## config.mk

```make
export PLATFORM = sky130hd
export DESIGN_NAME = lbns_fifo
export DESIGN_NICKNAME = d
export VERILOG_FILES = /design/src/sv/letterbox_nearest_scaler_top_defines.svh /design/src/sv/lbns_pkg.sv /design/src/sv/lbns_fifo.sv
export SDC_FILE = /design/constraint.sdc
export NUM_CORES = 1
export LEC_CHECK = 0
export ABC_AREA = 1
export BUFFER_PORTS_ARGS = -buffer_cell sky130_fd_sc_hd__buf_2
export CORE_ASPECT_RATIO = 1.5
export CORE_MARGIN = 4
export CORE_UTILIZATION = 40
export CTS_CLUSTER_SIZE = 10
export DETAILED_ROUTE_END_ITERATION = 8
export PLACE_DENSITY = 0.68
export SLEW_MARGIN = 0
export SYNTH_ARGS = -nofsm -noshare
export SYNTH_HDL_FRONTEND = slang
export SYNTH_SLANG_ARGS = --single-unit
```

## constraint.sdc

```tcl
create_clock -name clk_i -period 2.95 [get_ports clk_i]
set_input_delay 0.59 -clock clk_i [delete_from_list [all_inputs] [get_ports clk_i]]
set_output_delay 0.59 -clock clk_i [all_outputs]
set_load 0.02 [all_outputs]
```

## src/sv/letterbox_nearest_scaler_top_defines.svh

```systemverilog
// assertion macros for the letterbox scaler
`ifndef LETTERBOX_NEAREST_SCALER_TOP_DEFINES_SVH
`define LETTERBOX_NEAREST_SCALER_TOP_DEFINES_SVH

// same-cycle implication, disabled while in reset
`define LBNS_ASSERT_IMPL(lbl, clk, rstn, ante, cons, msg) \
  lbl: assert property (@(posedge clk) disable iff (!rstn) (ante) |-> (cons)) \
    else $error(msg);

// next-cycle implication, disabled while in reset
`define LBNS_ASSERT_NEXT(lbl, clk, rstn, ante, cons, msg) \
  lbl: assert property (@(posedge clk) disable iff (!rstn) (ante) |=> (cons)) \
    else $error(msg);

`endif

```

## src/sv/lbns_pkg.sv

```systemverilog
// shared types and constants of the letterbox scaler
`timescale 1ns / 1ps

package lbns_pkg;

  // frame store
  localparam int unsigned SRC_PIXELS = 131072;
  localparam int unsigned SRC_AW     = $clog2(SRC_PIXELS);
  localparam int unsigned PIX_W      = 24;

  // payload field widths
  localparam int unsigned ADDR_W = 17;
  localparam int unsigned XRGB_W = 32;
  localparam int unsigned BYTE_W = 8;

  // configuration registers
  localparam int unsigned REG_IDX_W = 2;
  localparam int unsigned CFG_W     = 12;
  localparam int unsigned SW_W      = 10;
  localparam int unsigned SH_W      = 9;
  localparam int unsigned TGT_W     = 12;

  localparam int unsigned SW_MAX  = 512;
  localparam int unsigned SH_MAX  = 256;
  localparam int unsigned TGT_MAX = 2048;

  localparam int unsigned SW_RST = 320;
  localparam int unsigned SH_RST = 200;
  localparam int unsigned TW_RST = 1280;
  localparam int unsigned TH_RST = 720;

  // raster counters and step accumulators
  localparam int unsigned CNT_W = 11;
  localparam int unsigned QX_W  = 10;
  localparam int unsigned QY_W  = 9;

  // iterative divider
  localparam int unsigned DIV_N_W   = 21;
  localparam int unsigned DIV_D_W   = 12;
  localparam int unsigned DIV_CNT_W = $clog2(DIV_N_W);
  localparam int unsigned MUL_W     = 2 * DIV_D_W;

  // command queue
  localparam int unsigned QUEUE_DEPTH = 4;
  localparam int unsigned QUEUE_AW    = $clog2(QUEUE_DEPTH);

  typedef enum logic [REG_IDX_W-1:0] {
    REG_SRC_W = 2'd0,
    REG_SRC_H = 2'd1,
    REG_TGT_W = 2'd2,
    REG_TGT_H = 2'd3
  } lbns_reg_e;

  typedef enum logic {
    FUNC_LOAD = 1'b0,
    FUNC_EMIT = 1'b1
  } lbns_func_e;

  typedef enum logic [2:0] {
    GEO_DH,
    GEO_DW,
    GEO_ORG,
    GEO_SX,
    GEO_SY,
    GEO_PX,
    GEO_PY,
    GEO_RUN
  } lbns_geo_e;

  typedef struct packed {
    logic              func;
    logic [ADDR_W-1:0] load_address;
    logic [XRGB_W-1:0] load_pixel;
  } lbns_in_t;

  typedef struct packed {
    logic [BYTE_W-1:0] red_level;
    logic [BYTE_W-1:0] green_level;
    logic [BYTE_W-1:0] blue_level;
    logic              line_end;
    logic              frame_end;
  } lbns_out_t;

  typedef struct packed {
    lbns_func_e        func;
    logic [SRC_AW-1:0] addr;
    logic [PIX_W-1:0]  rgb;
    logic              black;
    logic              line_end;
    logic              frame_end;
  } lbns_cmd_t;

endpackage

```

## src/sv/lbns_fifo.sv

```systemverilog
// short command queue between front and back end
`timescale 1ns / 1ps

module lbns_fifo (
  input  logic                 clk_i,
  input  logic                 rst_ni,
  input  logic                 push_i,
  input  lbns_pkg::lbns_cmd_t  push_cmd_i,
  output logic                 full_o,
  input  logic                 pop_i,
  output lbns_pkg::lbns_cmd_t  head_o,
  output logic                 empty_o
);
  import lbns_pkg::*;

  lbns_cmd_t           entry_q [QUEUE_DEPTH];
  logic [QUEUE_AW-1:0] wr_ptr_q, wr_ptr_d;
  logic [QUEUE_AW-1:0] rd_ptr_q, rd_ptr_d;
  logic [QUEUE_AW:0]   cnt_q, cnt_d;

  assign full_o  = cnt_q == (QUEUE_AW+1)'(QUEUE_DEPTH);
  assign empty_o = cnt_q == '0;
  assign head_o  = entry_q[rd_ptr_q];

  always_comb begin
    wr_ptr_d = wr_ptr_q;
    rd_ptr_d = rd_ptr_q;
    cnt_d    = cnt_q;
    if (push_i) wr_ptr_d = wr_ptr_q + QUEUE_AW'(1);
    if (pop_i) rd_ptr_d = rd_ptr_q + QUEUE_AW'(1);
    unique case ({push_i, pop_i})
      2'b10:   cnt_d = cnt_q + (QUEUE_AW+1)'(1);
      2'b01:   cnt_d = cnt_q - (QUEUE_AW+1)'(1);
      default: cnt_d = cnt_q;
    endcase
  end

  always_ff @(posedge clk_i or negedge rst_ni) begin
    if (!rst_ni) begin
      wr_ptr_q <= '0;
      rd_ptr_q <= '0;
      cnt_q    <= '0;
    end else begin
      wr_ptr_q <= wr_ptr_d;
      rd_ptr_q <= rd_ptr_d;
      cnt_q    <= cnt_d;
    end
  end

  always_ff @(posedge clk_i) begin
    if (push_i) entry_q[wr_ptr_q] <= push_cmd_i;
  end

endmodule

```

==> results.cfg, run 1 <==
[run_status]
status = finished, final reports clean

[detailed_routing]
routed_wl_mm = 14.10
drt_pass1_iterations = 4
m1WireLength_mm = 5.797
wire_per_inst_um = 15.13
drtIter0Drc = 252
postRouteAntennaNets = 0
wl_met2_mm = 7.479
vias_per_cell = 4.674
vias = 4356
route.detailed.drc = 0
wl_met3_um = 619
routed.top_layer = met5

[floorplan]
die_x_um = 120.8
num_rows = 61
dieArea_mm2 = 0.02142
dieHeight_um = 177.3
ios = 96
core-area_mm2 = 0.01870
initial_utilization_pct = 40.86

[clocking]
postCtsResizedCells = 0
postCtsSetupBuffers = 0
cts.clk_slew.worst_paths_ns = 0.07
cts_max_level = 4
clockBufferDepth = 2
hold_buffers = 0
cts_root_buf = clkbuf_16
clk_latency_ns = 0.41
cts_buffers = 17
cts_tree = done
cts.sinks = 187

[power_and_ir_drop]
p_leak_nw = 3.580
power_density_mw_per_mm2 = 1023
peakVddDrop_mv = 0.4225

[yosys]
synth_area_per_cell_um2 = 13.33
synth_compound_area_share_pct = 9.106
synth-simple-area-share_pct = 7.452
ys_types = 18
synth.mux.area_fraction_pct = 0
synth_xor_area_share_pct = 0.4586
ys_ff_latch = 187
syn-cell-area_mm2 = 0.007640
syn-num-nets = 628
ys_seq_area_share_pct = 73.04
ys_warn_count = 0
yosys.area_share.adder_pct = 1.081
synth_top_family_by_area = compound AO/OA/AOI/OAI gates
netlist_instances = 573

[setup_path]
crit_type = reg2out
worst-r2r-cell-count = 5
critPathCaptureType = primary output
crit_fanout = 46
ff2ff_setup_slack_ns = 1.19
slowest_delay_ns = 0.56
cp.arrival_ns = 2.00
required_ns = 2.36
r2r-end = entry_q[1][24]
worstPathCellList = inv_4 -> o211ai_1 -> nand2_1 -> buf_2
worstReg2RegStart = wr_ptr_q[1]
crit_family = buffers and inverters
path_buf_inv = 2
worst_path_max_delay_cell = dfrtp_2
cp-start-kind = flop

[grt]
grt_pass1_wl_mm = 22.14
track_usage_pct = 13.60
antenna_found_initial = 2
gr-total-overflow = 0
grt_pass1_vias = 4254
grt_max_degree = 63

[final_layout]
diodes = 0
drive_above_1_share_pct = 21.18
areaGrowthSynthToFinish_pct = 16.20
layout.cells.most_common_list = edfxtp_1 (180), nand2_1 (146), inv_1 (99)
layout_commonest_cell = edfxtp_1
stdcell_count = 932
fin_nets = 722

[placement]
gpl.final_weighted_congestion = 0.7209
dp_hpwl_mm = 8.796
dpl.cell_count = 900
io_buffers = 95

[timing]
fmax_mhz = 386.8
tns_ns = 0
period_needed_ns = 2.585
grt_setup_unrepaired = false
finalHoldViolCount = 0
fin_skew_ns = 0.008803
setup_viol = 0
worst_slew_pin_slew_ns = 0.5871
post-route-period-util_pct = 87.63
relSlewSlack_pct = 60.80
drv_slew = 0

[flow_run]
drv_cap = 0

[hold_path]
min_path_type = in2async
-- per-stage QoR --
step | setup WS (ns) | power [mW] | instance area (um^2) | utilization [%] | hold WS, ns
final | 0.3650 | 9.079 | 8877 | 47.47 | 0.008925
after CTS | 0.2844 | 9.236 | 8877 | 47.47 | 0.002467
after floorplan | 0.8706 | 6.167 | 7640 | - | 0.2944
after global routing | 0.2212 | 9.662 | 8877 | 47.47 | 0.01331
after detailed placement | 0.7665 | 7.096 | 8314 | 44.46 | 0.4545
after global placement | 0.7873 | 7.031 | 8314 | 44.46 | 0.4514
-- cells by family after synthesis --
kind of cell	count (synthesis)
fa+ha+maj	6
compound gates	92
buf+inv	134
xor+xnor	4
simple gates	150
flops	187
-- synth_stat cells --
library cell	instances	area share [%]
edfxtp_1	180	71
nand2_1	146	7.2
inv_1	103	5.1
o211ai_1	88	8.6
buf_6	19	2.8
dfrtp_1	7	2.3
buf_4	6	0.59
buf_2	5	0.33
ha_1	5	0.82
xor2_1	3	0.34
nor3_1	2	0.13
o211ai_2	2	0.33
o21ai_0	2	0.13
fa_1	1	0.26
inv_4	1	0.082
nand3_1	1	0.065
nand4_1	1	0.082
xnor2_1	1	0.11
-- how the worst max path moves through the flow --
stage / slack (ns) / endpoint / cells after the start / from
after floorplan: 0.87 / entry_q[3][0] / 3 / push_i
after global placement: 0.79 / head_o[2] / 4 / rd_ptr_q[1]
after detailed placement: 0.77 / head_o[2] / 4 / rd_ptr_q[1]
after CTS: 0.28 / head_o[2] / 4 / rd_ptr_q[1]
after global routing: 0.22 / head_o[2] / 4 / rd_ptr_q[1]
final: 0.36 / head_o[2] / 4 / rd_ptr_q[1]
-- flip-flops by register name, indices dropped and copies added, names as in the netlist --
name	flops
rd_ptr_q	2
entry_q	180
wr_ptr_q	2
cnt_q	3
-- power breakdown --
part | switching (mW) | internal (mW)
Combinational | 2.20 | 1.04
Clock | 1.03 | 1.11
Sequential | 0.222 | 3.48
-- layout make-up --
cell class	instances	area, um^2
clock buffer	17	425.4
inverter	104	392.9
sequential	187	5585
multi-input combinational	252	1383
fill	1597	9822
timing repair buffer	105	638.1
tap	252	315.3
clock inverter	15	137.6
-- metal layers --
metal / track usage (%) / up-vias
li1: - / 2172
met1: 15.59 / 2082
met2: 24.57 / 84
met3: 3.422 / 14
met4: 4.584 / 4
met5: 0 / -
No activity file was read; power rests on OpenSTA's default activity.
==> inputs of run 2 (changes only) <==
--- a/config.mk
+++ b/config.mk
@@ -12,7 +12,6 @@
 export CORE_UTILIZATION = 40
 export CTS_CLUSTER_SIZE = 10
 export DETAILED_ROUTE_END_ITERATION = 8
-export PLACE_DENSITY = 0.68
 export SLEW_MARGIN = 0
 export SYNTH_ARGS = -nofsm -noshare
 export SYNTH_HDL_FRONTEND = slang
==> run 2 against run 1 <==
Compared with the run above: clock skew down 0.0027 ns; flip-flop and latch count did not move; clock power hardly changed; critical endpoint is now head_o[4]; largest power group unchanged; highest routed layer unchanged.
==> results.cfg, run 2 (synthesis results as in run 1) <==
[clocking]
cts_buffers = 17
cts_tree = done
cts.sinks = 187
cts.clk_slew.worst_paths_ns = 0.07
cts_max_level = 4
clockBufferDepth = 2
clk_latency_ns = 0.42
postCtsResizedCells = 0
cts_root_buf = clkbuf_16

[power_and_ir_drop]
power_frac_seq_pct = 40.4
clkPwrFrac_pct = 23.8
swShare_pct = 38.50
p_leak_nw = 3.581
power_density_mw_per_mm2 = 1030
peakVddDrop_mv = 0.3888
p_sw_mw = 3.517
p_int_mw = 5.618
comb_power_share_pct = 35.8

[placement]
gpl.final_weighted_congestion = 0.7314
io_buffers = 95
dp_hpwl_mm = 9.588

[final_layout]
multi_input_area_mm2 = 0.001383
areaGrowthSynthToFinish_pct = 16.12
largest_reg_flops = 180
registers.top_by_ff_count = entry_q
diodes = 0
num-fill-cells = 1686
reg.largest.list = entry_q (180), cnt_q (3)
fin_nets = 722
regArea_mm2 = 0.005585
drive_above_1_share_pct = 21.18
layout_commonest_cell = edfxtp_1
layout.cells.most_common_list = edfxtp_1 (180), nand2_1 (146), inv_1 (99)

[detailed_routing]
wire_per_inst_um = 16.15
routed_wl_mm = 15.05
vias_per_cell = 4.789
vias = 4463
postRouteAntennaNets = 0
drtIter0Drc = 210
drt_pass1_iterations = 4
route.detailed.drc = 0

[grt]
antenna_found_initial = 2
track_usage_pct = 14.73
grt_max_degree = 93
grt_pass1_wl_mm = 24.09
grt_pass1_vias = 4552
gr-total-overflow = 0

[setup_path]
slowest_delay_ns = 0.74
crit_family = flip-flops
cp-start-kind = flop
worst_path_max_delay_cell = dfrtp_2
critPathCaptureType = primary output
path_buf_inv = 2
required_ns = 2.36
crit_type = reg2out
cp.arrival_ns = 2.08
worstPathCellList = buf_4 -> o211ai_1 -> nand2_1 -> buf_2
crit_fanout = 24

[floorplan]
dieArea_mm2 = 0.02142
num_rows = 61
ios = 96
dieHeight_um = 177.3
core-area_mm2 = 0.01870
die_x_um = 120.8
initial_utilization_pct = 40.86

[flow_run]
drv_cap = 0

[timing]
period_needed_ns = 2.666
fmax_mhz = 375.1
drv_slew = 0
relSlewSlack_pct = 61.33
worst_slew_pin_slew_ns = 0.5791
hold_ws_ns = 0.3781
tns_ns = 0
post-route-period-util_pct = 90.37
grt_setup_unrepaired = false
setup_viol = 0
finalHoldViolCount = 0
fin_skew_ns = 0.006072

[hold_path]
min_path_type = in2reg

[run_status]
status = finished, final reports clean
[run 2: cell count changes in the layout (fill, tap and decap cells not counted)]
| cell | previous run | this run |
|---|---|---|
| inv_6 | 1 | 3 |
| clkinv_8 | 1 | 3 |
| buf_12 | 7 | 5 |
| clkinv_2 | 0 | 1 |
| clkinv_1 | 2 | 1 |
| buf_4 | 3 | 4 |
| clkinv_4 | 6 | 2 |
| dlygate4sd3_1 | 0 | 1 |
[run 2: power by group through the flow]
stage,Clock [mW],Combinational (mW),Sequential [mW]
6_report,2.17,3.27,3.69
5_1_grt,2.34,3.64,3.74
4_1_cts,2.21,3.36,3.70
3_5_place_dp,0,3.35,3.76
3_3_place_gp,0,3.29,3.73
2_1_floorplan,0,2.52,3.65
[run 2: final cells by class]
type	instances	area share, %
Clock buffer	17	4.795
Clock inverter	15	1.735
Inverter	104	4.429
Multi-Input combinational cell	252	15.59
Sequential cell	187	62.96
Tap cell	252	3.554
Timing Repair Buffer	105	6.939
[run 2: stage by stage]
step                      util, %  setup slack [ns]  power, mW  cells  instance area, um^2
final                       47.44            0.2841      9.135    932                 8871
after global routing        47.44            0.1160      9.719    932                 8871
after CTS                   47.44            0.2054      9.278    932                 8871
after detailed placement    44.29            0.6549      7.110    899                 8282
after global placement      44.29            0.6666      7.017    899                 8282
after floorplan                 -            0.8706      6.167    573                 7640
[run 2: per-layer routing]
metal  track usage, %  share of wire (%)
met2            27.33                 56
met5                0               0.18
met4            4.773                1.0
met3            3.774                4.2
met1            16.26                 39
[run 2: final timing paths]
kind,depth (start not counted),slack [ns],to,start
setup / recovery,4,0.28,head_o[4],rd_ptr_q[1]
hold / removal,1,0.38,entry_q[3][41],push_cmd_i[41]
setup reg to reg,5,1.13,entry_q[2][31],wr_ptr_q[0]
hold reg to reg,2,0.52,cnt_q[2],cnt_q[2]
max in group asynchronous,2,2.21,rd_ptr_q[0],rst_ni
min in group asynchronous,2,0.55,cnt_q[0],rst_ni
[run 2: what timing repair did]
| item | CTS | global route |
|---|---|---|
| hold endpoints to repair | 7 | 0 |
| buffers inserted | 0 | 0 |
| hold buffers | 1 | 0 |
