===== config.mk =====
export PLATFORM = sky130hd
export DESIGN_NAME = lbns_front
export DESIGN_NICKNAME = d
export VERILOG_FILES = /design/src/sv/letterbox_nearest_scaler_top_defines.svh /design/src/sv/lbns_pkg.sv /design/src/sv/lbns_div.sv /design/src/sv/lbns_front.sv
export SDC_FILE = /design/constraint.sdc
export NUM_CORES = 1
export LEC_CHECK = 0
export BUFFER_PORTS_ARGS = -buffer_cell sky130_fd_sc_hd__buf_2
export CAP_MARGIN = 40
export CORE_ASPECT_RATIO = 1.75
export CORE_UTILIZATION = 55
export DETAILED_ROUTE_END_ITERATION = 6
export GPL_ROUTABILITY_DRIVEN = 0
export GPL_TIMING_DRIVEN = 0
export PLACE_DENSITY = 0.72
export SYNTH_ARGS = -nofsm -noshare
export SYNTH_HDL_FRONTEND = slang
export SYNTH_SLANG_ARGS = --single-unit

===== constraint.sdc =====
create_clock -name clk_i -period 10.35 [get_ports clk_i]
set_input_delay 2.07 -clock clk_i [delete_from_list [all_inputs] [get_ports clk_i]]
set_output_delay 2.07 -clock clk_i [all_outputs]
set_load 0.05 [all_outputs]

===== src/sv/letterbox_nearest_scaler_top_defines.svh =====
// assertion macros for the letterbox scaler
`ifndef LETTERBOX_NEAREST_SCALER_TOP_DEFINES_SVH
`define LETTERBOX_NEAREST_SCALER_TOP_DEFINES_SVH

// same-cycle implication, disabled while in reset
`define LBNS_ASSERT_IMPL(lbl, clk, rstn, ante, cons, msg) \
  lbl: assert property (@(posedge clk) disable iff (!rstn) (ante) |-> (cons)) \
    else $error(msg);

// next-cycle implication, disabled while in reset
`define LBNS_ASSERT_NEXT(lbl, clk, rstn, ante, cons, msg) \
  lbl: assert property (@(posedge clk) disable iff (!rstn) (ante) |=> (cons)) \
    else $error(msg);

`endif


===== src/sv/lbns_pkg.sv =====
// shared types and constants of the letterbox scaler
`timescale 1ns / 1ps

package lbns_pkg;

  // frame store
  localparam int unsigned SRC_PIXELS = 131072;
  localparam int unsigned SRC_AW     = $clog2(SRC_PIXELS);
  localparam int unsigned PIX_W      = 24;

  // payload field widths
  localparam int unsigned ADDR_W = 17;
  localparam int unsigned XRGB_W = 32;
  localparam int unsigned BYTE_W = 8;

  // configuration registers
  localparam int unsigned REG_IDX_W = 2;
  localparam int unsigned CFG_W     = 12;
  localparam int unsigned SW_W      = 10;
  localparam int unsigned SH_W      = 9;
  localparam int unsigned TGT_W     = 12;

  localparam int unsigned SW_MAX  = 512;
  localparam int unsigned SH_MAX  = 256;
  localparam int unsigned TGT_MAX = 2048;

  localparam int unsigned SW_RST = 320;
  localparam int unsigned SH_RST = 200;
  localparam int unsigned TW_RST = 1280;
  localparam int unsigned TH_RST = 720;

  // raster counters and step accumulators
  localparam int unsigned CNT_W = 11;
  localparam int unsigned QX_W  = 10;
  localparam int unsigned QY_W  = 9;

  // iterative divider
  localparam int unsigned DIV_N_W   = 21;
  localparam int unsigned DIV_D_W   = 12;
  localparam int unsigned DIV_CNT_W = $clog2(DIV_N_W);
  localparam int unsigned MUL_W     = 2 * DIV_D_W;

  // command queue
  localparam int unsigned QUEUE_DEPTH = 4;
  localparam int unsigned QUEUE_AW    = $clog2(QUEUE_DEPTH);

  typedef enum logic [REG_IDX_W-1:0] {
    REG_SRC_W = 2'd0,
    REG_SRC_H = 2'd1,
    REG_TGT_W = 2'd2,
    REG_TGT_H = 2'd3
  } lbns_reg_e;

  typedef enum logic {
    FUNC_LOAD = 1'b0,
    FUNC_EMIT = 1'b1
  } lbns_func_e;

  typedef enum logic [2:0] {
    GEO_DH,
    GEO_DW,
    GEO_ORG,
    GEO_SX,
    GEO_SY,
    GEO_PX,
    GEO_PY,
    GEO_RUN
  } lbns_geo_e;

  typedef struct packed {
    logic              func;
    logic [ADDR_W-1:0] load_address;
    logic [XRGB_W-1:0] load_pixel;
  } lbns_in_t;

  typedef struct packed {
    logic [BYTE_W-1:0] red_level;
    logic [BYTE_W-1:0] green_level;
    logic [BYTE_W-1:0] blue_level;
    logic              line_end;
    logic              frame_end;
  } lbns_out_t;

  typedef struct packed {
    lbns_func_e        func;
    logic [SRC_AW-1:0] addr;
    logic [PIX_W-1:0]  rgb;
    logic              black;
    logic              line_end;
    logic              frame_end;
  } lbns_cmd_t;

endpackage


===== src/sv/lbns_div.sv =====
// radix-2 restoring divider, one quotient bit per cycle
`timescale 1ns / 1ps

module lbns_div (
  input  logic                          clk_i,
  input  logic                          rst_ni,
  input  logic                          start_i,
  input  logic [lbns_pkg::DIV_N_W-1:0]  dividend_i,
  input  logic [lbns_pkg::DIV_D_W-1:0]  divisor_i,
  output logic                          done_o,
  output logic [lbns_pkg::DIV_N_W-1:0]  quotient_o,
  output logic [lbns_pkg::DIV_D_W-1:0]  remainder_o
);
  import lbns_pkg::*;

  logic                 busy_q, busy_d;
  logic                 done_q, done_d;
  logic [DIV_CNT_W-1:0] cnt_q, cnt_d;
  logic [DIV_N_W-1:0]   quo_q, quo_d;
  logic [DIV_D_W-1:0]   rem_q, rem_d;
  logic [DIV_D_W-1:0]   dsr_q, dsr_d;
  logic [DIV_D_W:0]     trial;
  logic [DIV_D_W:0]     diff;
  logic                 fits;

  assign trial = {rem_q, quo_q[DIV_N_W-1]};
  assign diff  = trial - {1'b0, dsr_q};
  assign fits  = trial >= {1'b0, dsr_q};

  always_comb begin
    busy_d = busy_q;
    done_d = 1'b0;
    cnt_d  = cnt_q;
    quo_d  = quo_q;
    rem_d  = rem_q;
    dsr_d  = dsr_q;
    if (start_i) begin
      busy_d = 1'b1;
      cnt_d  = '0;
      quo_d  = dividend_i;
      rem_d  = '0;
      dsr_d  = divisor_i;
    end else if (busy_q) begin
      quo_d = {quo_q[DIV_N_W-2:0], fits};
      rem_d = fits ? diff[DIV_D_W-1:0] : trial[DIV_D_W-1:0];
      cnt_d = cnt_q + DIV_CNT_W'(1);
      if (cnt_q == DIV_CNT_W'(DIV_N_W - 1)) begin
        busy_d = 1'b0;
        done_d = 1'b1;
      end
    end
  end

  always_ff @(posedge clk_i or negedge rst_ni) begin
    if (!rst_ni) begin
      busy_q <= 1'b0;
      done_q <= 1'b0;
      cnt_q  <= '0;
    end else begin
      busy_q <= busy_d;
      done_q <= done_d;
      cnt_q  <= cnt_d;
    end
  end

  always_ff @(posedge clk_i) begin
    quo_q <= quo_d;
    rem_q <= rem_d;
    dsr_q <= dsr_d;
  end

  assign done_o      = done_q;
  assign quotient_o  = quo_q;
  assign remainder_o = rem_q;

endmodule


===== src/sv/lbns_front.sv =====
// front end: registers, geometry pass, raster counters and item classification
`timescale 1ns / 1ps

module lbns_front (
  input  logic                            clk_i,
  input  logic                            rst_ni,
  input  logic                            cfg_we_i,
  input  logic [lbns_pkg::REG_IDX_W-1:0]  cfg_index_i,
  input  logic [lbns_pkg::CFG_W-1:0]      cfg_data_i,
  input  logic                            in_valid_i,
  output logic                            in_stall_o,
  input  lbns_pkg::lbns_in_t              in_data_i,
  output logic                            push_o,
  output lbns_pkg::lbns_cmd_t             push_cmd_o,
  input  logic                            full_i
);
  import lbns_pkg::*;

  // configuration
  logic [SW_W-1:0]  src_w_q, src_w_d;
  logic [SH_W-1:0]  src_h_q, src_h_d;
  logic [TGT_W-1:0] tgt_w_q, tgt_w_d;
  logic [TGT_W-1:0] tgt_h_q, tgt_h_d;
  logic [SW_W-1:0]  sw;
  logic [SH_W-1:0]  sh;
  logic [TGT_W-1:0] tw;
  logic [TGT_W-1:0] th;

  // geometry
  lbns_geo_e        geo_q, geo_d;
  logic             wait_q, wait_d;
  logic [TGT_W-1:0] dw_q, dw_d;
  logic [TGT_W-1:0] dh_q, dh_d;
  logic [CNT_W-1:0] x0_q, x0_d;
  logic [CNT_W-1:0] y0_q, y0_d;
  logic [TGT_W-1:0] xe_q, xe_d;
  logic [TGT_W-1:0] ye_q, ye_d;
  logic [QX_W-1:0]  sqx_q, sqx_d;
  logic [TGT_W-1:0] srx_q, srx_d;
  logic [QY_W-1:0]  sqy_q, sqy_d;
  logic [TGT_W-1:0] sry_q, sry_d;
  logic [TGT_W-1:0] x0_wide;
  logic [TGT_W-1:0] y0_wide;

  // divider hookup
  logic [DIV_D_W-1:0] mul_a;
  logic [DIV_D_W-1:0] mul_b;
  logic [MUL_W-1:0]   prod;
  logic [DIV_D_W-1:0] div_dsr;
  logic               div_start;
  logic               div_done;
  logic               got;
  logic [DIV_N_W-1:0] div_quo;
  logic [DIV_D_W-1:0] div_rem;
  logic               px_load;
  logic               py_load;

  // raster position and source coordinate accumulators
  logic [CNT_W-1:0]  col_q, col_d;
  logic [CNT_W-1:0]  row_q, row_d;
  logic [QX_W-1:0]   qx_q, qx_d;
  logic [TGT_W-1:0]  rx_q, rx_d;
  logic [QY_W-1:0]   qy_q, qy_d;
  logic [TGT_W-1:0]  ry_q, ry_d;
  logic [TGT_W:0]    rx_sum;
  logic [TGT_W:0]    ry_sum;
  logic [CNT_W-1:0]  col_nxt;
  logic [CNT_W-1:0]  row_nxt;
  logic [TGT_W-1:0]  col_w;
  logic [TGT_W-1:0]  row_w;
  logic              le;
  logic              fe;
  logic              in_pic;
  logic [QY_W+SW_W-1:0] row_base;
  logic [SRC_AW-1:0] pix_idx;
  logic              accept;
  logic              emit;

  // registers taken to their legal ranges
  always_comb begin
    if (src_w_q == '0) sw = SW_W'(1);
    else if (src_w_q > SW_W'(SW_MAX)) sw = SW_W'(SW_MAX);
    else sw = src_w_q;
    if (src_h_q == '0) sh = SH_W'(1);
    else if (src_h_q > SH_W'(SH_MAX)) sh = SH_W'(SH_MAX);
    else sh = src_h_q;
    if (tgt_w_q == '0) tw = TGT_W'(1);
    else if (tgt_w_q > TGT_W'(TGT_MAX)) tw = TGT_W'(TGT_MAX);
    else tw = tgt_w_q;
    if (tgt_h_q == '0) th = TGT_W'(1);
    else if (tgt_h_q > TGT_W'(TGT_MAX)) th = TGT_W'(TGT_MAX);
    else th = tgt_h_q;
  end

  assign prod = MUL_W'(mul_a) * MUL_W'(mul_b);
  assign got  = wait_q && div_done;

  lbns_div u_div (
    .clk_i       (clk_i),
    .rst_ni      (rst_ni),
    .start_i     (div_start),
    .dividend_i  (prod[DIV_N_W-1:0]),
    .divisor_i   (div_dsr),
    .done_o      (div_done),
    .quotient_o  (div_quo),
    .remainder_o (div_rem)
  );

  assign x0_wide = (tw - dw_q) >> 1;
  assign y0_wide = (th - dh_q) >> 1;

  // geometry sequencer: picture size, origin, steps, then current position
  always_comb begin
    geo_d     = geo_q;
    wait_d    = wait_q;
    dw_d      = dw_q;
    dh_d      = dh_q;
    x0_d      = x0_q;
    y0_d      = y0_q;
    xe_d      = xe_q;
    ye_d      = ye_q;
    sqx_d     = sqx_q;
    srx_d     = srx_q;
    sqy_d     = sqy_q;
    sry_d     = sry_q;
    src_w_d   = src_w_q;
    src_h_d   = src_h_q;
    tgt_w_d   = tgt_w_q;
    tgt_h_d   = tgt_h_q;
    mul_a     = '0;
    mul_b     = '0;
    div_dsr   = '0;
    div_start = 1'b0;
    px_load   = 1'b0;
    py_load   = 1'b0;

    if (geo_q != GEO_ORG && geo_q != GEO_RUN) begin
      if (!wait_q) begin
        div_start = 1'b1;
        wait_d    = 1'b1;
      end else if (div_done) begin
        wait_d = 1'b0;
      end
    end

    unique case (geo_q)
      GEO_DH: begin
        mul_a   = tw;
        mul_b   = DIV_D_W'(sh);
        div_dsr = DIV_D_W'(sw);
        if (got) begin
          if (div_quo > DIV_N_W'(th)) begin
            dh_d  = th;
            geo_d = GEO_DW;
          end else begin
            dh_d  = div_quo[TGT_W-1:0];
            dw_d  = tw;
            geo_d = GEO_ORG;
          end
        end
      end
      GEO_DW: begin
        mul_a   = th;
        mul_b   = DIV_D_W'(sw);
        div_dsr = DIV_D_W'(sh);
        if (got) begin
          dw_d  = div_quo[TGT_W-1:0];
          geo_d = GEO_ORG;
        end
      end
      GEO_ORG: begin
        x0_d  = x0_wide[CNT_W-1:0];
        y0_d  = y0_wide[CNT_W-1:0];
        xe_d  = x0_wide + dw_q;
        ye_d  = y0_wide + dh_q;
        geo_d = GEO_SX;
      end
      GEO_SX: begin
        mul_a   = DIV_D_W'(sw);
        mul_b   = DIV_D_W'(1);
        div_dsr = dw_q;
        if (got) begin
          sqx_d = div_quo[QX_W-1:0];
          srx_d = div_rem;
          geo_d = GEO_SY;
        end
      end
      GEO_SY: begin
        mul_a   = DIV_D_W'(sh);
        mul_b   = DIV_D_W'(1);
        div_dsr = dh_q;
        if (got) begin
          sqy_d = div_quo[QY_W-1:0];
          sry_d = div_rem;
          geo_d = GEO_PX;
        end
      end
      GEO_PX: begin
        // offset into the picture; meaningless outside it, reloaded at the left edge
        mul_a   = DIV_D_W'(col_q - x0_q);
        mul_b   = DIV_D_W'(sw);
        div_dsr = dw_q;
        if (got) begin
          px_load = 1'b1;
          geo_d   = GEO_PY;
        end
      end
      GEO_PY: begin
        mul_a   = DIV_D_W'(row_q - y0_q);
        mul_b   = DIV_D_W'(sh);
        div_dsr = dh_q;
        if (got) begin
          py_load = 1'b1;
          geo_d   = GEO_RUN;
        end
      end
      GEO_RUN: begin
        geo_d = GEO_RUN;
      end
    endcase

    if (cfg_we_i) begin
      unique case (cfg_index_i)
        REG_SRC_W: src_w_d = cfg_data_i[SW_W-1:0];
        REG_SRC_H: src_h_d = cfg_data_i[SH_W-1:0];
        REG_TGT_W: tgt_w_d = cfg_data_i[TGT_W-1:0];
        REG_TGT_H: tgt_h_d = cfg_data_i[TGT_W-1:0];
      endcase
      geo_d  = GEO_DH;
      wait_d = 1'b0;
    end
  end

  // input side
  assign in_stall_o = !(geo_q == GEO_RUN && !full_i);
  assign accept     = in_valid_i && !in_stall_o;
  assign emit       = accept && (in_data_i.func == FUNC_EMIT);

  assign col_w  = TGT_W'(col_q);
  assign row_w  = TGT_W'(row_q);
  assign le     = (col_w + TGT_W'(1)) >= tw;
  assign fe     = le && ((row_w + TGT_W'(1)) >= th);
  assign in_pic = (col_q >= x0_q) && (col_w < xe_q) && (row_q >= y0_q) && (row_w < ye_q);

  assign row_base = (QY_W+SW_W)'(qy_q) * (QY_W+SW_W)'(sw);
  assign pix_idx  = SRC_AW'(row_base + (QY_W+SW_W)'(qx_q));

  assign col_nxt = le ? '0 : col_q + CNT_W'(1);
  assign row_nxt = le ? (fe ? '0 : row_q + CNT_W'(1)) : row_q;

  assign rx_sum = (TGT_W+1)'(rx_q) + (TGT_W+1)'(srx_q);
  assign ry_sum = (TGT_W+1)'(ry_q) + (TGT_W+1)'(sry_q);

  // source coordinates follow the raster by step plus carry
  always_comb begin
    col_d = col_q;
    row_d = row_q;
    qx_d  = qx_q;
    rx_d  = rx_q;
    qy_d  = qy_q;
    ry_d  = ry_q;
    if (px_load) begin
      qx_d = div_quo[QX_W-1:0];
      rx_d = div_rem;
    end
    if (py_load) begin
      qy_d = div_quo[QY_W-1:0];
      ry_d = div_rem;
    end
    if (emit) begin
      col_d = col_nxt;
      row_d = row_nxt;
      if (col_nxt == x0_q) begin
        qx_d = '0;
        rx_d = '0;
      end else if (rx_sum >= (TGT_W+1)'(dw_q)) begin
        qx_d = qx_q + sqx_q + QX_W'(1);
        rx_d = TGT_W'(rx_sum - (TGT_W+1)'(dw_q));
      end else begin
        qx_d = qx_q + sqx_q;
        rx_d = rx_sum[TGT_W-1:0];
      end
      if (le) begin
        if (row_nxt == y0_q) begin
          qy_d = '0;
          ry_d = '0;
        end else if (ry_sum >= (TGT_W+1)'(dh_q)) begin
          qy_d = qy_q + sqy_q + QY_W'(1);
          ry_d = TGT_W'(ry_sum - (TGT_W+1)'(dh_q));
        end else begin
          qy_d = qy_q + sqy_q;
          ry_d = ry_sum[TGT_W-1:0];
        end
      end
    end
  end

  always_comb begin
    push_cmd_o.func      = lbns_func_e'(in_data_i.func);
    push_cmd_o.addr      = (in_data_i.func == FUNC_EMIT) ? pix_idx
                                                         : SRC_AW'(in_data_i.load_address);
    push_cmd_o.rgb       = in_data_i.load_pixel[PIX_W-1:0];
    push_cmd_o.black     = !in_pic;
    push_cmd_o.line_end  = le;
    push_cmd_o.frame_end = fe;
  end

  assign push_o = accept;

  always_ff @(posedge clk_i or negedge rst_ni) begin
    if (!rst_ni) begin
      geo_q   <= GEO_DH;
      wait_q  <= 1'b0;
      src_w_q <= SW_W'(SW_RST);
      src_h_q <= SH_W'(SH_RST);
      tgt_w_q <= TGT_W'(TW_RST);
      tgt_h_q <= TGT_W'(TH_RST);
      col_q   <= '0;
      row_q   <= '0;
    end else begin
      geo_q   <= geo_d;
      wait_q  <= wait_d;
      src_w_q <= src_w_d;
      src_h_q <= src_h_d;
      tgt_w_q <= tgt_w_d;
      tgt_h_q <= tgt_h_d;
      col_q   <= col_d;
      row_q   <= row_d;
    end
  end

  always_ff @(posedge clk_i) begin
    dw_q  <= dw_d;
    dh_q  <= dh_d;
    x0_q  <= x0_d;
    y0_q  <= y0_d;
    xe_q  <= xe_d;
    ye_q  <= ye_d;
    sqx_q <= sqx_d;
    srx_q <= srx_d;
    sqy_q <= sqy_d;
    sry_q <= sry_d;
    qx_q  <= qx_d;
    rx_q  <= rx_d;
    qy_q  <= qy_d;
    ry_q  <= ry_d;
  end

endmodule


==> impl_metrics.csv, run 1 <==
group,metric,value,unit
flow_run,cap_violations,0,
logic_synthesis,postSynthRegisterBits,277,
setup_path,end_kind,"output pin",
clock_tree,clockRootBuffer,"clkbuf_16",
global_route,antenna_found_initial,6,
floorplan,die_y,297,microns
logic_synthesis,ys_warn_count,0,
sta,drv_slew,0,
min_path,hold_depth,1,
drt,drcViolationCount,2,
logic_synthesis,synth_ff_type,"edfxtp_1",
drt,wl_per_cell,23.6,microns
setup_path,critical_path_depth,20,
sta,period_share,94.0,%
placement,place_ws,1.58,ns
setup_path,cpPeakStageDelay,0.65,ns
drt,wl,88900,microns
setup_path,cpMostUsedCell,"fa_1",
logic_synthesis,synth.avg_cell_area,9.26,sq um
floorplan,die_w,171,microns
drt,postRouteAntennaNets,0,
clock_tree,h-tree-depth,1,
setup_path,path_class,"flop to output pin",
clock_tree,cts_hold_buffers,0,
clock_tree,cts_tree,"built",
power,ir_worst_vdd,0.000147,V
placement,portBuffers,81,
clock_tree,clockBufferDepth,3,
setup_path,crit_chain,"nor4_1 -> a21oi_1 -> nor2_1 -> clkbuf_1 -> nand2_1 -> fa_1 -> fa_1 -> inv_1 -> fa_1 -> fa_1 -> fa_1 -> ha_1 -> a21oi_1 -> o21ai_0 -> a41oi_1 -> nand2_1 -> a31oi_1 -> xnor2_1 -> mux2_2 -> buf_2",
drt,drtIter0Drc,2006,
final_layout,utilization,60.9,%
clock_tree,path_clk_slew,0.07,ns
logic_synthesis,synth_seq_area_share,27.8,%
sta,skew,0.0222,ns
sta,min_period,9.73,ns
floorplan,die_area,50700,sq um
power,power.density,175,nW/um^2
setup_path,r2r_slack,1.84,ns
placement,dp_hpwl,70000,microns
sta,rsz0062_at_grt,"false",
global_route,grt_pass1_vias,24400,
min_path,hold_class,"flop to flop",
setup_path,path_max_fanout,10,
setup_path,timing.rr.start,"col_q[0]$_DFFE_PN0P_",
drt,drtPass1Iterations,7,
clock_tree,cts.sinks,277,
setup_path,crit_slowest_cell,"clkbuf_1",
setup_path,cp.required,8.28,ns
power,p_leak,13.5,nW
final_layout,layout-drive-gt1-share,10.4,%
setup_path,reg2regPathDepth,29,
drt,via_per_inst,6.19,
floorplan,coreArea,48900,sq um
clock_tree,numCtsBuffers,28,
min_path,min_from,"u_div.cnt_q[3]$_DFFE_PN0P_",
sta,relSlewSlack,37.4,%
global_route,grt_first_pass_wirelength,136000,microns
setup_path,critPathTopFamily,"adder cells",
logic_synthesis,syn_area,27400,sq um
logic_synthesis,synthCells,2956,
logic_synthesis,async_reset_ff_share,27.4,%
global_route,grt.total_usage,35.9,%
clock_tree,clkLatencyLatePin,0.61,ns
logic_synthesis,synth_edf_count,168,
setup_path,r2r_end,"u_div.quotient_o[19]$_DFFE_PP_",
setup_path,crit_start,"src_w_q[1]$_DFFE_PN0P_",
sta,tightest_slew,0.937,ns
outcome,violations,"DRC",
final_layout,synthToLayoutAreaGrowth,8.74,%
global_route,grt-ovfl-total,0,
floorplan,initial_core_util,56.0,%
setup_path,critPathBufInv,3,
drt,dr_total_vias,23300,
sta,setup_viol_count_final,0,
sta,hold_viol_final,0,
clock_tree,cts-resized-gates,0,
global_route,grt_max_degree,67,
sta,tns,0,ns
logic_synthesis,syn_nets,3479,
final_layout,layout.nets,3609,
sta,fmaxAchievable,103,MHz
setup_path,worstSetupStartpointType,"flop",
outcome,outcome,"finished with violations",
floorplan,io_pins,116,
clock_tree,postCtsSetupRepairBufs,0,
setup_path,crit_path_end,"push_cmd_o[42]",
sta,setup_ws,0.617,ns
logic_synthesis,ys_types,89,
floorplan,row_count,107,
setup_path,arrival,7.66,ns
synthesized netlist by cell type (20+ instances only):
master | number | area (sq um)
inv_1 | 308 | 1160
ha_1 | 302 | 3780
nand2_1 | 288 | 1080
nor2_1 | 217 | 815
edfxtp_1 | 168 | 5040
fa_1 | 152 | 3040
xnor2_1 | 151 | 1320
a21oi_1 | 142 | 711
o21ai_0 | 140 | 701
clkbuf_1 | 76 | 285
nor2b_1 | 68 | 425
dfrtp_1 | 65 | 1630
mux2_2 | 61 | 687
xor2_1 | 55 | 482
a21o_1 | 53 | 398
nor3_1 | 50 | 250
and2_1 | 47 | 294
nand3_1 | 46 | 230
o31ai_1 | 44 | 330
nand2b_1 | 35 | 219
dfxtp_1 | 33 | 661
mux2i_1 | 28 | 280
a22oi_1 | 27 | 203
buf_4 | 27 | 203
a211oi_1 | 24 | 180
o21a_1 | 24 | 180
o21bai_1 | 22 | 165
a211oi_2 | 20 | 250
nand4_1 | 20 | 125
worst register-to-register path, delay by kind of cell (launching register included):
family	cells	cell delay (ns)
fa+ha+maj	8	3.37
xor+xnor	2	0.50
flops	1	0.56
simple gates	6	1.23
compound gates	8	2.25
buf+inv	5	0.36
registers in the layout, summed over array words and instances, names as in the netlist, 12 cells and up:
signal and cells:
srx_q 12, rx_q 12, xe_q 12, u_div.quotient_o 21
ye_q 12, tgt_h_q 12, dw_q 12, u_div.dsr_q 12
sry_q 12, dh_q 12, ry_q 12, tgt_w_q 12
u_div.remainder_o 12
routing by layer:
metal / share of wire (%) / routed length [microns] / global-route usage [%] / vias up
met3: 8.3 / 7340 / 10.6 / 533
met2: 47 / 42100 / 58.7 / 1131
li1: - / - / - / 10500
met5: 0.030 / 27 / 0 / -
met1: 31 / 27800 / 33.5 / 11100
met4: 13 / 11600 / 40.2 / 4
power breakdown:
part / leakage, nW / internal, mW / switching (mW)
clock network: 0.460 / 0.577 / 0.482
registers: 2.81 / 1.34 / 0.163
logic: 10.2 / 1.02 / 1.64
area by class of cell:
cell class                 instances  area (sq um)
fill                            4200         19100
multi-input combinational       2241         18000
sequential                       277          7620
inverter                         308          1160
tap                              654           818
clock buffer                      35           757
buffer                           130           652
timing repair buffer             100           621
clock inverter                    17           178
antenna                            4          10.0
placed cells by master (no fill, tap or decap), drive strengths merged, types with 30 or more instances in the layout:
cell / n
inv: 312
buf: 153
xnor2: 151
nor3: 50
xor2: 55
o21ai: 151
a21oi: 145
edfxtp: 168
nand2: 288
nand3: 47
nand2b: 36
dfrtp: 65
o31ai: 46
a22oi: 30
a21o: 53
clkbuf: 112
nor2b: 68
nor2: 219
fa: 152
dfxtp: 33
a211oi: 44
ha: 302
mux2: 61
and2: 48
worst min-delay path by stage:
stage	slack [ns]	end
final	0.53	u_div.done_o$_DFF_PN0_
after global routing	0.54	u_div.done_o$_DFF_PN0_
after CTS	0.51	u_div.done_o$_DFF_PN0_
after detailed placement	0.50	u_div.done_o$_DFF_PN0_
after global placement	0.51	tgt_w_q[0]$_DFFE_PN0P_
after floorplan	0.47	u_div.done_o$_DFF_PN0_
logic make-up after synthesis:
group,synth area share (%)
mux,3.53
compound gates,15.9
fa+ha+maj,24.9
xor+xnor,6.59
buf+inv,6.60
flops,27.8
simple gates,14.6
metrics by stage:
step / area, sq um / total power [mW] / std cells / hold WS (ns)
3_5_place_dp: 28800 / 4.11 / 3702 / 0.497
5_1_grt: 29800 / 5.53 / 3762 / 0.537
2_1_floorplan: 27400 / 3.40 / 2956 / 0.473
4_1_cts: 29700 / 5.17 / 3754 / 0.513
6_report: 29800 / 5.22 / 3766 / 0.526
3_3_place_gp: 28600 / 4.02 / 3691 / 0.510
Note: power is estimated with default switching activity, not from simulation.
==> run 2: changes to the inputs <==
CORE_ASPECT_RATIO = 2   (was 1.75)
==> run 2 against run 1 <==
The flow now finishes without violations. First-iteration DRC count grew 7.4%. Design area grew 0.18%. Critical path depth is the same. Worst setup slack gained 0.16 ns. Register-to-register slack lost 0.08 ns. Die area is essentially flat. Routed wire length grew 5.7%. Utilization shrank 0.32 points. Critical endpoint unchanged.
==> impl_metrics.csv, run 2 (synthesis results as in run 1) <==
group,metric,value,unit
power,power.density,179,nW/um^2
sta,tns,0,ns
clock_tree,cts_hold_buffers,0,
drt,wl_met3,8060,microns
power,ir_worst_vdd,0.000268,V
floorplan,row_count,115,
setup_path,end_kind,"output pin",
drt,drcViolationCount,0,
clock_tree,path_clk_slew,0.07,ns
drt,wl,93900,microns
final_layout,utilization,60.6,%
power,p_leak,13.6,nW
placement,dp_hpwl,72600,microns
flow_run,cap_violations,0,
sta,skew,0.0295,ns
clock_tree,clockBufferDepth,3,
setup_path,cpPeakStageDelay,0.62,ns
drt,postRouteAntennaNets,0,
setup_path,r2r_slack,1.76,ns
final_layout,final_cell_mix,"inv_1, ha_1, nand2_1, nor2_1, edfxtp_1",
setup_path,crit_slowest_cell,"clkbuf_1",
final_layout,synthToLayoutAreaGrowth,8.94,%
drt,wl_per_cell,25.0,microns
setup_path,r2r_end,"u_div.quotient_o[19]$_DFFE_PP_",
clock_tree,clkLatencyLatePin,0.60,ns
power,finalPower,5.33,mW
floorplan,coreArea,49200,sq um
final_layout,fillerInstances,4196,
clock_tree,cts-resized-gates,0,
setup_path,cp.required,8.28,ns
drt,drtPass1Iterations,6,
sta,fmaxAchievable,104,MHz
outcome,outcome,"finished, final reports clean",
global_route,grt_max_degree,67,
placement,portBuffers,81,
min_path,hold_path_end,"tgt_w_q[0]$_DFFE_PN0P_",
clock_tree,postCtsSetupRepairBufs,0,
final_layout,layout.nets,3610,
final_layout,layout-drive-gt1-share,10.6,%
floorplan,die_y,318,microns
floorplan,die_w,160,microns
sta,hold_viol_final,0,
floorplan,io_pins,116,
clock_tree,clockRootBuffer,"clkbuf_16",
sta,setup_viol_count_final,0,
final_layout,mostFrequentLayoutCell,"inv_1",
clock_tree,numCtsBuffers,27,
drt,via_per_inst,6.34,
min_path,hold_depth,1,
drt,route.met2.wl,45500,microns
setup_path,path_class,"flop to output pin",
sta,tightest_slew,1.03,ns
setup_path,cpMostUsedCell,"fa_1",
drt,dr_total_vias,23800,
min_path,min_from,"tgt_w_q[0]$_DFFE_PN0P_",
min_path,hold_class,"flop to flop",
global_route,grt_pass1_vias,24800,
floorplan,initial_core_util,55.6,%
setup_path,timing.rr.start,"col_q[0]$_DFFE_PN0P_",
sta,drv_slew,0,
clock_tree,cts.sinks,277,
floorplan,die_area,50700,sq um
setup_path,arrival,7.51,ns
placement,dpl.cell_count,3691,
clock_tree,cts_tree,"built",
sta,relSlewSlack,30.8,%
setup_path,path_max_fanout,10,
global_route,grt.total_usage,37.7,%
sta,period_share,92.5,%
drt,top_layer,"met5",
final_layout,finalNonFillerCells,3755,
drt,drtIter0Drc,2154,
sta,rsz0062_at_grt,"false",
global_route,grt-ovfl-total,0,
global_route,grt_first_pass_wirelength,143000,microns
setup_path,reg2regPathDepth,30,
setup_path,worstSetupStartpointType,"flop",
drt,wl_met1,28100,microns
global_route,antenna_found_initial,6,
clock_tree,h-tree-depth,1,
final_layout,largest_reg_flops,21,
sta,min_period,9.58,ns
setup_path,crit_chain,"nor4_1 -> a21oi_1 -> nor2_1 -> clkbuf_1 -> nand2_1 -> fa_1 -> fa_1 -> inv_1 -> fa_1 -> fa_1 -> fa_1 -> ha_1 -> a21oi_1 -> o21ai_0 -> a41oi_1 -> nand2_1 -> a31oi_1 -> xnor2_1 -> mux2_2 -> buf_2",
run 2: cell types whose count changed in the layout (fill, tap and decap cells not counted), sizes merged:
| cell | before | now |
|---|---|---|
| clkbuf | 112 | 115 |
| clkinv | 10 | 7 |
| buf | 153 | 155 |
| bufinv | 2 | 1 |
| inv | 312 | 311 |
run 2: stage by stage:
step,setup slack [ns],instance area [sq um],hold slack (ns)
floorplan,2.48,27400,0.473
global placement,1.69,28600,0.505
detailed placement,1.64,28800,0.500
CTS,1.02,29700,0.516
global route,0.603,29800,0.551
finish,0.773,29800,0.517
run 2: metal layers:
layer	up-vias	track usage, %
li1	10500	-
met1	11300	34.4
met2	1352	64.2
met3	591	10.8
met4	2	40.2
met5	-	0
run 2: layout make-up:
cell class                 count  area [sq um]  area share (%)
tap                          643           805            2.70
clock buffer                  38           858            2.88
multi-input combinational   2241         18000            60.2
antenna                        4          10.0          0.0336
buffer                       130           652            2.19
clock inverter                12           121           0.407
sequential                   277          7620            25.6
inverter                     308          1160            3.88
timing repair buffer         102           642            2.15
run 2: worst max-delay path, delay by kind of cell (launching register included):
| family | cells | cell delay [ns] |
|---|---|---|
| fa+ha+maj | 6 | 2.95 |
| simple gates | 4 | 1.17 |
| compound gates | 5 | 1.16 |
| buf+inv | 3 | 0.92 |
| flops | 1 | 0.41 |
| mux | 1 | 0.16 |
| xor+xnor | 1 | 0.14 |
run 2: worst max path at each step:
stage / startpoint / endpoint / slack [ns] / cells past startpoint
after CTS: src_w_q[1]$_DFFE_PN0P_ / push_cmd_o[42] / 1.02 / 20
after global placement: src_w_q[1]$_DFFE_PN0P_ / push_cmd_o[42] / 1.69 / 20
after detailed placement: src_w_q[1]$_DFFE_PN0P_ / push_cmd_o[42] / 1.64 / 20
final: src_w_q[1]$_DFFE_PN0P_ / push_cmd_o[42] / 0.77 / 20
after floorplan: src_w_q[2]$_DFFE_PN0P_ / push_cmd_o[40] / 2.48 / 18
after global routing: src_w_q[5]$_DFFE_PN0P_ / push_cmd_o[42] / 0.60 / 20
run 2: power by group:
group	internal (mW)	total (mW)	switching, mW	leakage (nW)
Sequential	1.34	1.51	0.172	2.81
Combinational	1.02	2.71	1.69	10.3
Clock	0.613	1.10	0.490	0.488
